[config.mk]
export PLATFORM = sky130hd
export DESIGN_NAME = poisson_inverse_cdf
export DESIGN_NICKNAME = d
export VERILOG_FILES = /design/src/rtl/pic_pkg.sv /design/src/rtl/poisson_inverse_cdf.sv
export SDC_FILE = /design/constraint.sdc
export NUM_CORES = 2
export LEC_CHECK = 0
export ABC_AREA = 0
export ABC_CLOCK_PERIOD_IN_PS = 20200
export BUFFER_PORTS_ARGS = -buffer_cell sky130_fd_sc_hd__buf_2
export CORE_AREA = 2 2 432 327
export CTS_BUF_LIST = sky130_fd_sc_hd__clkbuf_8
export CTS_CLUSTER_DIAMETER = 50
export DETAILED_ROUTE_END_ITERATION = 8
export DIE_AREA = 0 0 434 329
export PLACE_DENSITY = 0.44
export SLEW_MARGIN = 20
export SYNTH_ARGS = -nofsm -noshare
export SYNTH_HDL_FRONTEND = slang
export SYNTH_SLANG_ARGS = --single-unit
[constraint.sdc]
create_clock -name clk -period 20.2 [get_ports clk]
set_input_delay 3.03 -clock clk [delete_from_list [all_inputs] [get_ports clk]]
set_output_delay 3.03 -clock clk [all_outputs]
set_load 0.02 [all_outputs]
[src/rtl/pic_pkg.sv]
`timescale 1ns / 1ps
`default_nettype none

package pic_pkg;

  // field widths
  localparam int PROB_W   = 32;
  localparam int QUANT_W  = 7;
  localparam int LAMBDA_W = 22;
  localparam int PROB48_W = 49;  // Q0.48 with one integer bit

  // default search bound
  localparam int MAX_K_DEF = 100;

  // configuration port
  localparam int CFG_DATA_W = 64;
  localparam int CFG_ADDR_W = 4;

  // register select, taken from paddr[3] (8-byte spacing)
  localparam logic REG_RATE_LAMBDA  = 1'b0;
  localparam logic REG_EXP_NEG_RATE = 1'b1;

  localparam logic [PROB48_W-1:0] EXP_NEG_RATE_RST = {1'b1, {(PROB48_W-1){1'b0}}};
  localparam logic [PROB48_W-1:0] PROB48_MAX       = {PROB48_W{1'b1}};

  // term update: 56-bit dividend divided 8 bits per cycle
  localparam int DIVIDEND_W = 56;
  localparam int DIV_BITS   = 8;
  localparam int DIV_CYC    = DIVIDEND_W / DIV_BITS;
  localparam int DIV_CNT_W  = $clog2(DIV_CYC);

  // multiplier operands
  localparam int MUL_A_W = 32;
  localparam int PROD_W  = MUL_A_W + LAMBDA_W;

endpackage

`default_nettype wire

[src/rtl/poisson_inverse_cdf.sv]
`timescale 1ns / 1ps
`default_nettype none

// Channel    Ports                                   Handshake
// request    start, busy, in_prob[31:0]              taken when start && !busy
// result     out_valid, out_quantile[6:0]            one-cycle strobe, no backpressure
// config     psel, penable, pwrite, paddr[3:0],      APB, pready tied high;
//            pwdata[63:0], prdata[63:0], pready      0x0 rate_lambda, 0x8 exp_neg_rate
//
// One request at a time; busy is high from acceptance until the scan ends.
// Each scan step that misses runs S_ACC (accumulate/compare), then S_MUL_LO
// and S_MUL_HI on the shared 32x22 multiplier (low and high halves of the
// term), then S_DIV, the radix-256 divide by k+1, and returns to S_ACC.
// Reset (rst_n low, synchronous) idles the sequencer and restores the
// registers. The receiver cannot stall: out_valid is high for one cycle.

module poisson_inverse_cdf #(
  parameter int MAX_K = pic_pkg::MAX_K_DEF
) (
  input  wire logic                            clk,
  input  wire logic                            rst_n,
  input  wire logic                            start,
  output logic                                 busy,
  input  wire logic [pic_pkg::PROB_W-1:0]      in_prob,
  output logic                                 out_valid,
  output logic [pic_pkg::QUANT_W-1:0]          out_quantile,
  input  wire logic                            psel,
  input  wire logic                            penable,
  input  wire logic                            pwrite,
  input  wire logic [pic_pkg::CFG_ADDR_W-1:0]  paddr,
  input  wire logic [pic_pkg::CFG_DATA_W-1:0]  pwdata,
  output logic [pic_pkg::CFG_DATA_W-1:0]       prdata,
  output logic                                 pready
);

  localparam int KW = $clog2(MAX_K + 1);
  localparam int PW = pic_pkg::PROB48_W;
  localparam int DW = pic_pkg::DIVIDEND_W;
  // high partial product: 17-bit upper term times 22-bit lambda
  localparam int HI_PROD_W = PW - pic_pkg::MUL_A_W + pic_pkg::LAMBDA_W;

  localparam logic [2:0] S_IDLE   = 3'd0;
  localparam logic [2:0] S_ACC    = 3'd1;
  localparam logic [2:0] S_MUL_LO = 3'd2;
  localparam logic [2:0] S_MUL_HI = 3'd3;
  localparam logic [2:0] S_DIV    = 3'd4;

  localparam logic [KW-1:0] K_LAST = KW'(MAX_K - 1);
  localparam logic [KW-1:0] K_MAX  = KW'(MAX_K);
  localparam logic [pic_pkg::DIV_CNT_W-1:0] DIV_LAST =
    pic_pkg::DIV_CNT_W'(pic_pkg::DIV_CYC - 1);

  logic [2:0]                        state_r, state_nxt;
  logic [pic_pkg::LAMBDA_W-1:0]      lambda_r;
  logic [PW-1:0]                     exp_r;
  logic [PW-1:0]                     target_r, target_nxt;
  logic [PW-1:0]                     term_r, term_nxt;
  logic [PW-1:0]                     cum_r, cum_nxt;
  logic [KW-1:0]                     k_r, k_nxt;
  logic [DW-1:0]                     q_r, q_nxt;
  logic [KW-1:0]                     rem_r, rem_nxt;
  logic [pic_pkg::DIV_CNT_W-1:0]     dcnt_r, dcnt_nxt;
  logic                              out_valid_r, out_valid_nxt;
  logic [pic_pkg::QUANT_W-1:0]       out_q_r, out_q_nxt;

  logic                              cfg_wr;
  logic [PW:0]                       cum_sum;
  logic [PW-1:0]                     cum_sat;
  logic [pic_pkg::MUL_A_W-1:0]       mul_a;
  logic [pic_pkg::PROD_W-1:0]        prod;
  logic [KW-1:0]                     divisor;
  logic [DW-1:0]                     dq;
  logic [KW-1:0]                     dr;
  logic [KW:0]                       dr2;

  assign pready = 1'b1;
  assign busy   = (state_r != S_IDLE);
  assign cfg_wr = psel && penable && pwrite && pready;

  always_comb begin
    if (paddr[3] == pic_pkg::REG_EXP_NEG_RATE) begin
      prdata = pic_pkg::CFG_DATA_W'(exp_r);
    end else begin
      prdata = pic_pkg::CFG_DATA_W'(lambda_r);
    end
  end

  always_ff @(posedge clk) begin
    if (!rst_n) begin
      lambda_r <= '0;
      exp_r    <= pic_pkg::EXP_NEG_RATE_RST;
    end else if (cfg_wr) begin
      if (paddr[3] == pic_pkg::REG_EXP_NEG_RATE) begin
        exp_r <= pwdata[PW-1:0];
      end else begin
        lambda_r <= pwdata[pic_pkg::LAMBDA_W-1:0];
      end
    end
  end

  // saturating running sum
  assign cum_sum = {1'b0, cum_r} + {1'b0, term_r};
  assign cum_sat = cum_sum[PW] ? pic_pkg::PROB48_MAX : cum_sum[PW-1:0];

  // shared multiplier: low 32 bits of term, then high 17 bits
  assign mul_a = (state_r == S_MUL_LO) ? term_r[pic_pkg::MUL_A_W-1:0]
               : pic_pkg::MUL_A_W'(term_r[PW-1:pic_pkg::MUL_A_W]);
  assign prod  = pic_pkg::PROD_W'(mul_a) * pic_pkg::PROD_W'(lambda_r);

  assign divisor = k_r + KW'(1);

  // restoring division, DIV_BITS quotient bits per cycle
  always_comb begin
    dq  = q_r;
    dr  = rem_r;
    dr2 = '0;
    for (int j = 0; j < pic_pkg::DIV_BITS; j++) begin
      dr2 = {dr, dq[DW-1]};
      dq  = {dq[DW-2:0], 1'b0};
      if (dr2 >= {1'b0, divisor}) begin
        dr2   = dr2 - {1'b0, divisor};
        dq[0] = 1'b1;
      end
      dr = dr2[KW-1:0];
    end
  end

  always_comb begin
    state_nxt     = state_r;
    target_nxt    = target_r;
    term_nxt      = term_r;
    cum_nxt       = cum_r;
    k_nxt         = k_r;
    q_nxt         = q_r;
    rem_nxt       = rem_r;
    dcnt_nxt      = dcnt_r;
    out_valid_nxt = 1'b0;
    out_q_nxt     = out_q_r;
    case (state_r)
      S_IDLE: begin
        if (start) begin
          target_nxt = {1'b0, in_prob, 16'b0};
          term_nxt   = exp_r;
          cum_nxt    = '0;
          k_nxt      = '0;
          state_nxt  = S_ACC;
        end
      end
      S_ACC: begin
        cum_nxt = cum_sat;
        if (cum_sat >= target_r) begin
          out_valid_nxt = 1'b1;
          out_q_nxt     = pic_pkg::QUANT_W'(k_r);
          state_nxt     = S_IDLE;
        end else if (k_r == K_LAST) begin
          out_valid_nxt = 1'b1;
          out_q_nxt     = pic_pkg::QUANT_W'(K_MAX);
          state_nxt     = S_IDLE;
        end else begin
          state_nxt = S_MUL_LO;
        end
      end
      S_MUL_LO: begin
        q_nxt     = DW'(prod >> 16);
        state_nxt = S_MUL_HI;
      end
      S_MUL_HI: begin
        // high partial product is exact, so the shift loses nothing
        q_nxt     = q_r + DW'({prod[HI_PROD_W-1:0], 16'b0});
        rem_nxt   = '0;
        dcnt_nxt  = '0;
        state_nxt = S_DIV;
      end
      S_DIV: begin
        q_nxt    = dq;
        rem_nxt  = dr;
        dcnt_nxt = dcnt_r + 1'b1;
        if (dcnt_r == DIV_LAST) begin
          term_nxt  = (dq > DW'(pic_pkg::PROB48_MAX)) ? pic_pkg::PROB48_MAX : dq[PW-1:0];
          k_nxt     = k_r + KW'(1);
          state_nxt = S_ACC;
        end
      end
      default: begin
        state_nxt = S_IDLE;
      end
    endcase
  end

  always_ff @(posedge clk) begin
    if (!rst_n) begin
      state_r     <= S_IDLE;
      out_valid_r <= 1'b0;
      term_r      <= '0;
      cum_r       <= '0;
      k_r         <= '0;
      dcnt_r      <= '0;
    end else begin
      state_r     <= state_nxt;
      out_valid_r <= out_valid_nxt;
      term_r      <= term_nxt;
      cum_r       <= cum_nxt;
      k_r         <= k_nxt;
      dcnt_r      <= dcnt_nxt;
    end
  end

  always_ff @(posedge clk) begin
    target_r <= target_nxt;
    q_r      <= q_nxt;
    rem_r    <= rem_nxt;
    out_q_r  <= out_q_nxt;
  end

  assign out_valid    = out_valid_r;
  assign out_quantile = out_q_r;

endmodule

`default_nettype wire

==> flow_metrics.env <==
export IMPL_endpoint_kind="register"
export IMPL_cts_setup_buffers=0
export IMPL_wl_met3_um=6430
export IMPL_synth_main_ff_cell="dfxtp_1"
export IMPL_period_share=0.926
export IMPL_grt_max_degree=67
export IMPL_p_seq_frac=0.133
export IMPL_cts_buffers=60
export IMPL_rsz0062_at_grt="false"
export IMPL_cellLeakagePower_nw=21.6
export IMPL_synth_edf_count=102
export IMPL_netlist_area_leader_share=0.295
export IMPL_ctsRootBufferMaster="clkbuf_8"
export IMPL_critPathSlowestCell="fa_1"
export IMPL_met1Wirelength_um=73500
export IMPL_status="finished, final reports clean"
export IMPL_clk_pin_slew_worst_paths_ns=0.06
export IMPL_ys_warnings_count=0
export IMPL_vias_per_cell=4.94
export IMPL_floorplan_initialDensity=0.297
export IMPL_intPower_mw=2.60
export IMPL_layout_common_cells="nand2_1 (930), inv_1 (701), fa_1 (607), ha_1 (346), a21oi_1 (245)"
export IMPL_antenna_found_initial=7
export IMPL_fin_cells=6763
export IMPL_core_area_um2=139000
export IMPL_dr_wl_met2_um=60800
export IMPL_syn2layout_area_growth_pct=9.85
export IMPL_postPlaceCellArea_um2=44000
export IMPL_ys_seq_area_frac=0.163
export IMPL_grt_pass1_vias=33900
export IMPL_avgSynthCellArea_um2=8.61
export IMPL_pwr_share_clk=0.125
export IMPL_fin_area_um2=45300
export IMPL_switchingPower_mw=2.60
export IMPL_p_sw_frac=0.500
export IMPL_path_common_cell="a21oi_1"
export IMPL_grt_pass1_wl_um=221000
export IMPL_ys_types=86
export IMPL_slew_headroom=0.289
export IMPL_period_minus_slack_ns=18.70
export IMPL_tightestPinTransition_ns=1.06
export IMPL_fmax_mhz=53.5
export IMPL_final_max_slew_viol_count=0
export IMPL_syn_area_um2=41200
export IMPL_numPortBuffers=145
export IMPL_synth_seq_cells=285
export IMPL_die_h_um=329
export IMPL_numPlacedInstances=6648
export IMPL_grt_usage=0.204
export IMPL_setup_viol=0
export IMPL_fin_setup_tns_ns=0
export IMPL_die_area_um2=143000
export IMPL_yosys_area_top_type="fa_1"
export IMPL_drive_gt1_frac=0.0885
export IMPL_die_w_um=434
export IMPL_powerDensity_nw_per_um2=115
export IMPL_skew_ns=0.0547
export IMPL_rows=119
export IMPL_start_kind="register"
export IMPL_nets=5894
export IMPL_ir_drop_v=0.000461
export IMPL_detail_route_antenna_nets=0
export IMPL_cp_required_ns=20.63
export IMPL_synthArstFlopShare=0
export IMPL_h_tree_depth=2
export IMPL_hold_class="reg2reg"
export IMPL_cts_tree="built"
export IMPL_combinationalPowerShare=0.743
export IMPL_cts_sinks=285
export IMPL_post_drt_wl_per_cell_um=21.4
export IMPL_drv_cap=0
export IMPL_cp_max_fo=11
export IMPL_syn_instance_count=4790
export IMPL_vias=33400
export IMPL_clock_path_buffers=3
export IMPL_io_pins=180
export IMPL_synth_area_top_cells="fa_1 (29%), ha_1 (10%), dfxtp_1 (8.9%)"
export IMPL_wl_um=144000
export IMPL_dr_pass1_iters=5
export IMPL_place_hpwl_um=112000
export IMPL_dpl_worst_slack_ns=1.14
export IMPL_routed_top_layer="met4"
export IMPL_clock_latency_ns=0.70
export IMPL_final_common_cell="nand2_1"
export IMPL_cp_slowest_stage_delay_ns=0.53
export IMPL_crit_type="reg2reg"
export IMPL_cp_data_arrival_time_ns=19.13
export IMPL_drt_initial_drc_count=2213
export IMPL_grt_overflow_total=0
export IMPL_drc=0
export IMPL_fin_ws_ns=1.50
export IMPL_hold_viol=0
export IMPL_routabilityCongestion=0.910
## cell families after synthesis
family,share of synthesized area
buffers and inverters,0.0889
xor gates and xnor gates,0.0306
adders and majority gates,0.400
muxes,0.0217
and+or+nand+nor,0.172
DFF,0.163
AOI/OAI and AO/OA,0.124
other,0.000182
## Yosys cell counts, types with 6 or more instances
library cell / number
or2_2: 9
mux2_2: 58
clkbuf_1: 221
buf_4: 17
o211ai_1: 16
nor3_1: 55
dfxtp_1: 183
nor2_1: 129
or3_1: 11
o21a_1: 31
a21oi_1: 247
ha_1: 346
a311oi_1: 8
inv_1: 680
and2_1: 155
nand2b_1: 51
o31ai_1: 14
nand2_1: 931
a21o_1: 101
nor2b_1: 33
edfxtp_1: 102
buf_1: 28
nand4_1: 26
mux2i_1: 18
o221ai_1: 7
a211oi_1: 10
and3_1: 82
nor4_1: 10
o21bai_1: 23
xor2_1: 60
a22o_1: 33
fa_1: 607
nand3b_1: 6
a31oi_1: 64
xnor2_1: 84
a211o_1: 8
o21ai_0: 176
nand3_1: 48
## stage by stage
step                      total power, mW  hold slack [ns]  utilization
after floorplan                      3.74            0.429            -
after global placement               4.51            0.447        0.317
after detailed placement             4.53            0.450        0.317
after CTS                            5.21            0.465        0.326
after global routing                 5.66            0.492        0.326
final                                5.19            0.467        0.326
## flip-flops by register name, indices dropped and copies added (netlist names)
register / count
q_r: 56
cum_r: 49
exp_r: 49
term_r: 49
target_r: 32
lambda_r: 22
k_r: 7
out_quantile: 7
rem_r: 7
dcnt_r: 3
state_r: 3
out_valid: 1
## metal layers
metal	vias to the layer above	global-route usage
met3	118	0.0173
li1	15600	-
met5	-	0
met1	16900	0.316
met2	804	0.305
met4	0	0.0484
## repair_timing
item	CTS	global route
resized for setup	0	4
setup endpoints to repair	0	8
hold buffers	0	0
## power groups by stage
| stage | logic [mW] | clock network, mW | registers [mW] |
|---|---|---|---|
| 2_1_floorplan | 3.06 | 0 | 0.679 |
| 3_3_place_gp | 3.81 | 0 | 0.700 |
| 3_5_place_dp | 3.83 | 0 | 0.701 |
| 4_1_cts | 3.85 | 0.668 | 0.689 |
| 5_1_grt | 4.28 | 0.687 | 0.693 |
| 6_report | 3.86 | 0.647 | 0.690 |
## worst paths after layout
| path | startpoint | to | slack, ns | cells past startpoint |
|---|---|---|---|---|
| setup / recovery | k_r[0] | rem_r[2] | 1.50 | 79 |
| hold reg to reg | lambda_r[10] | lambda_r[10] | 0.47 | 2 |
| setup reg to reg | k_r[0] | rem_r[2] | 1.50 | 79 |
| hold / removal | lambda_r[10] | lambda_r[10] | 0.47 | 2 |
## worst max-delay path: cells and delay by family, from the launching register on
family | cells | cell delay (ns)
AO/OA/AOI/OAI | 44 | 9.13
XOR/XNOR | 1 | 0.13
adder cells (fa/ha/maj) | 9 | 3.19
buffers and inverters | 3 | 0.55
flip-flops | 1 | 0.48
multiplexers | 5 | 1.89
AND/OR/NAND/NOR | 17 | 3.04
## final cells by class
cell class                      count  area, µm²
Inverter                          682       2560
Tap cell                         1875       2350
Multi-Input combinational cell   3566      31000
Antenna cell                        4       10.0
Clock inverter                     44        313
Clock buffer                       67        922
Fill cell                       14800      93800
Sequential cell                   285       6730
Timing Repair Buffer              240       1440
(Power assumes the default switching activity.)
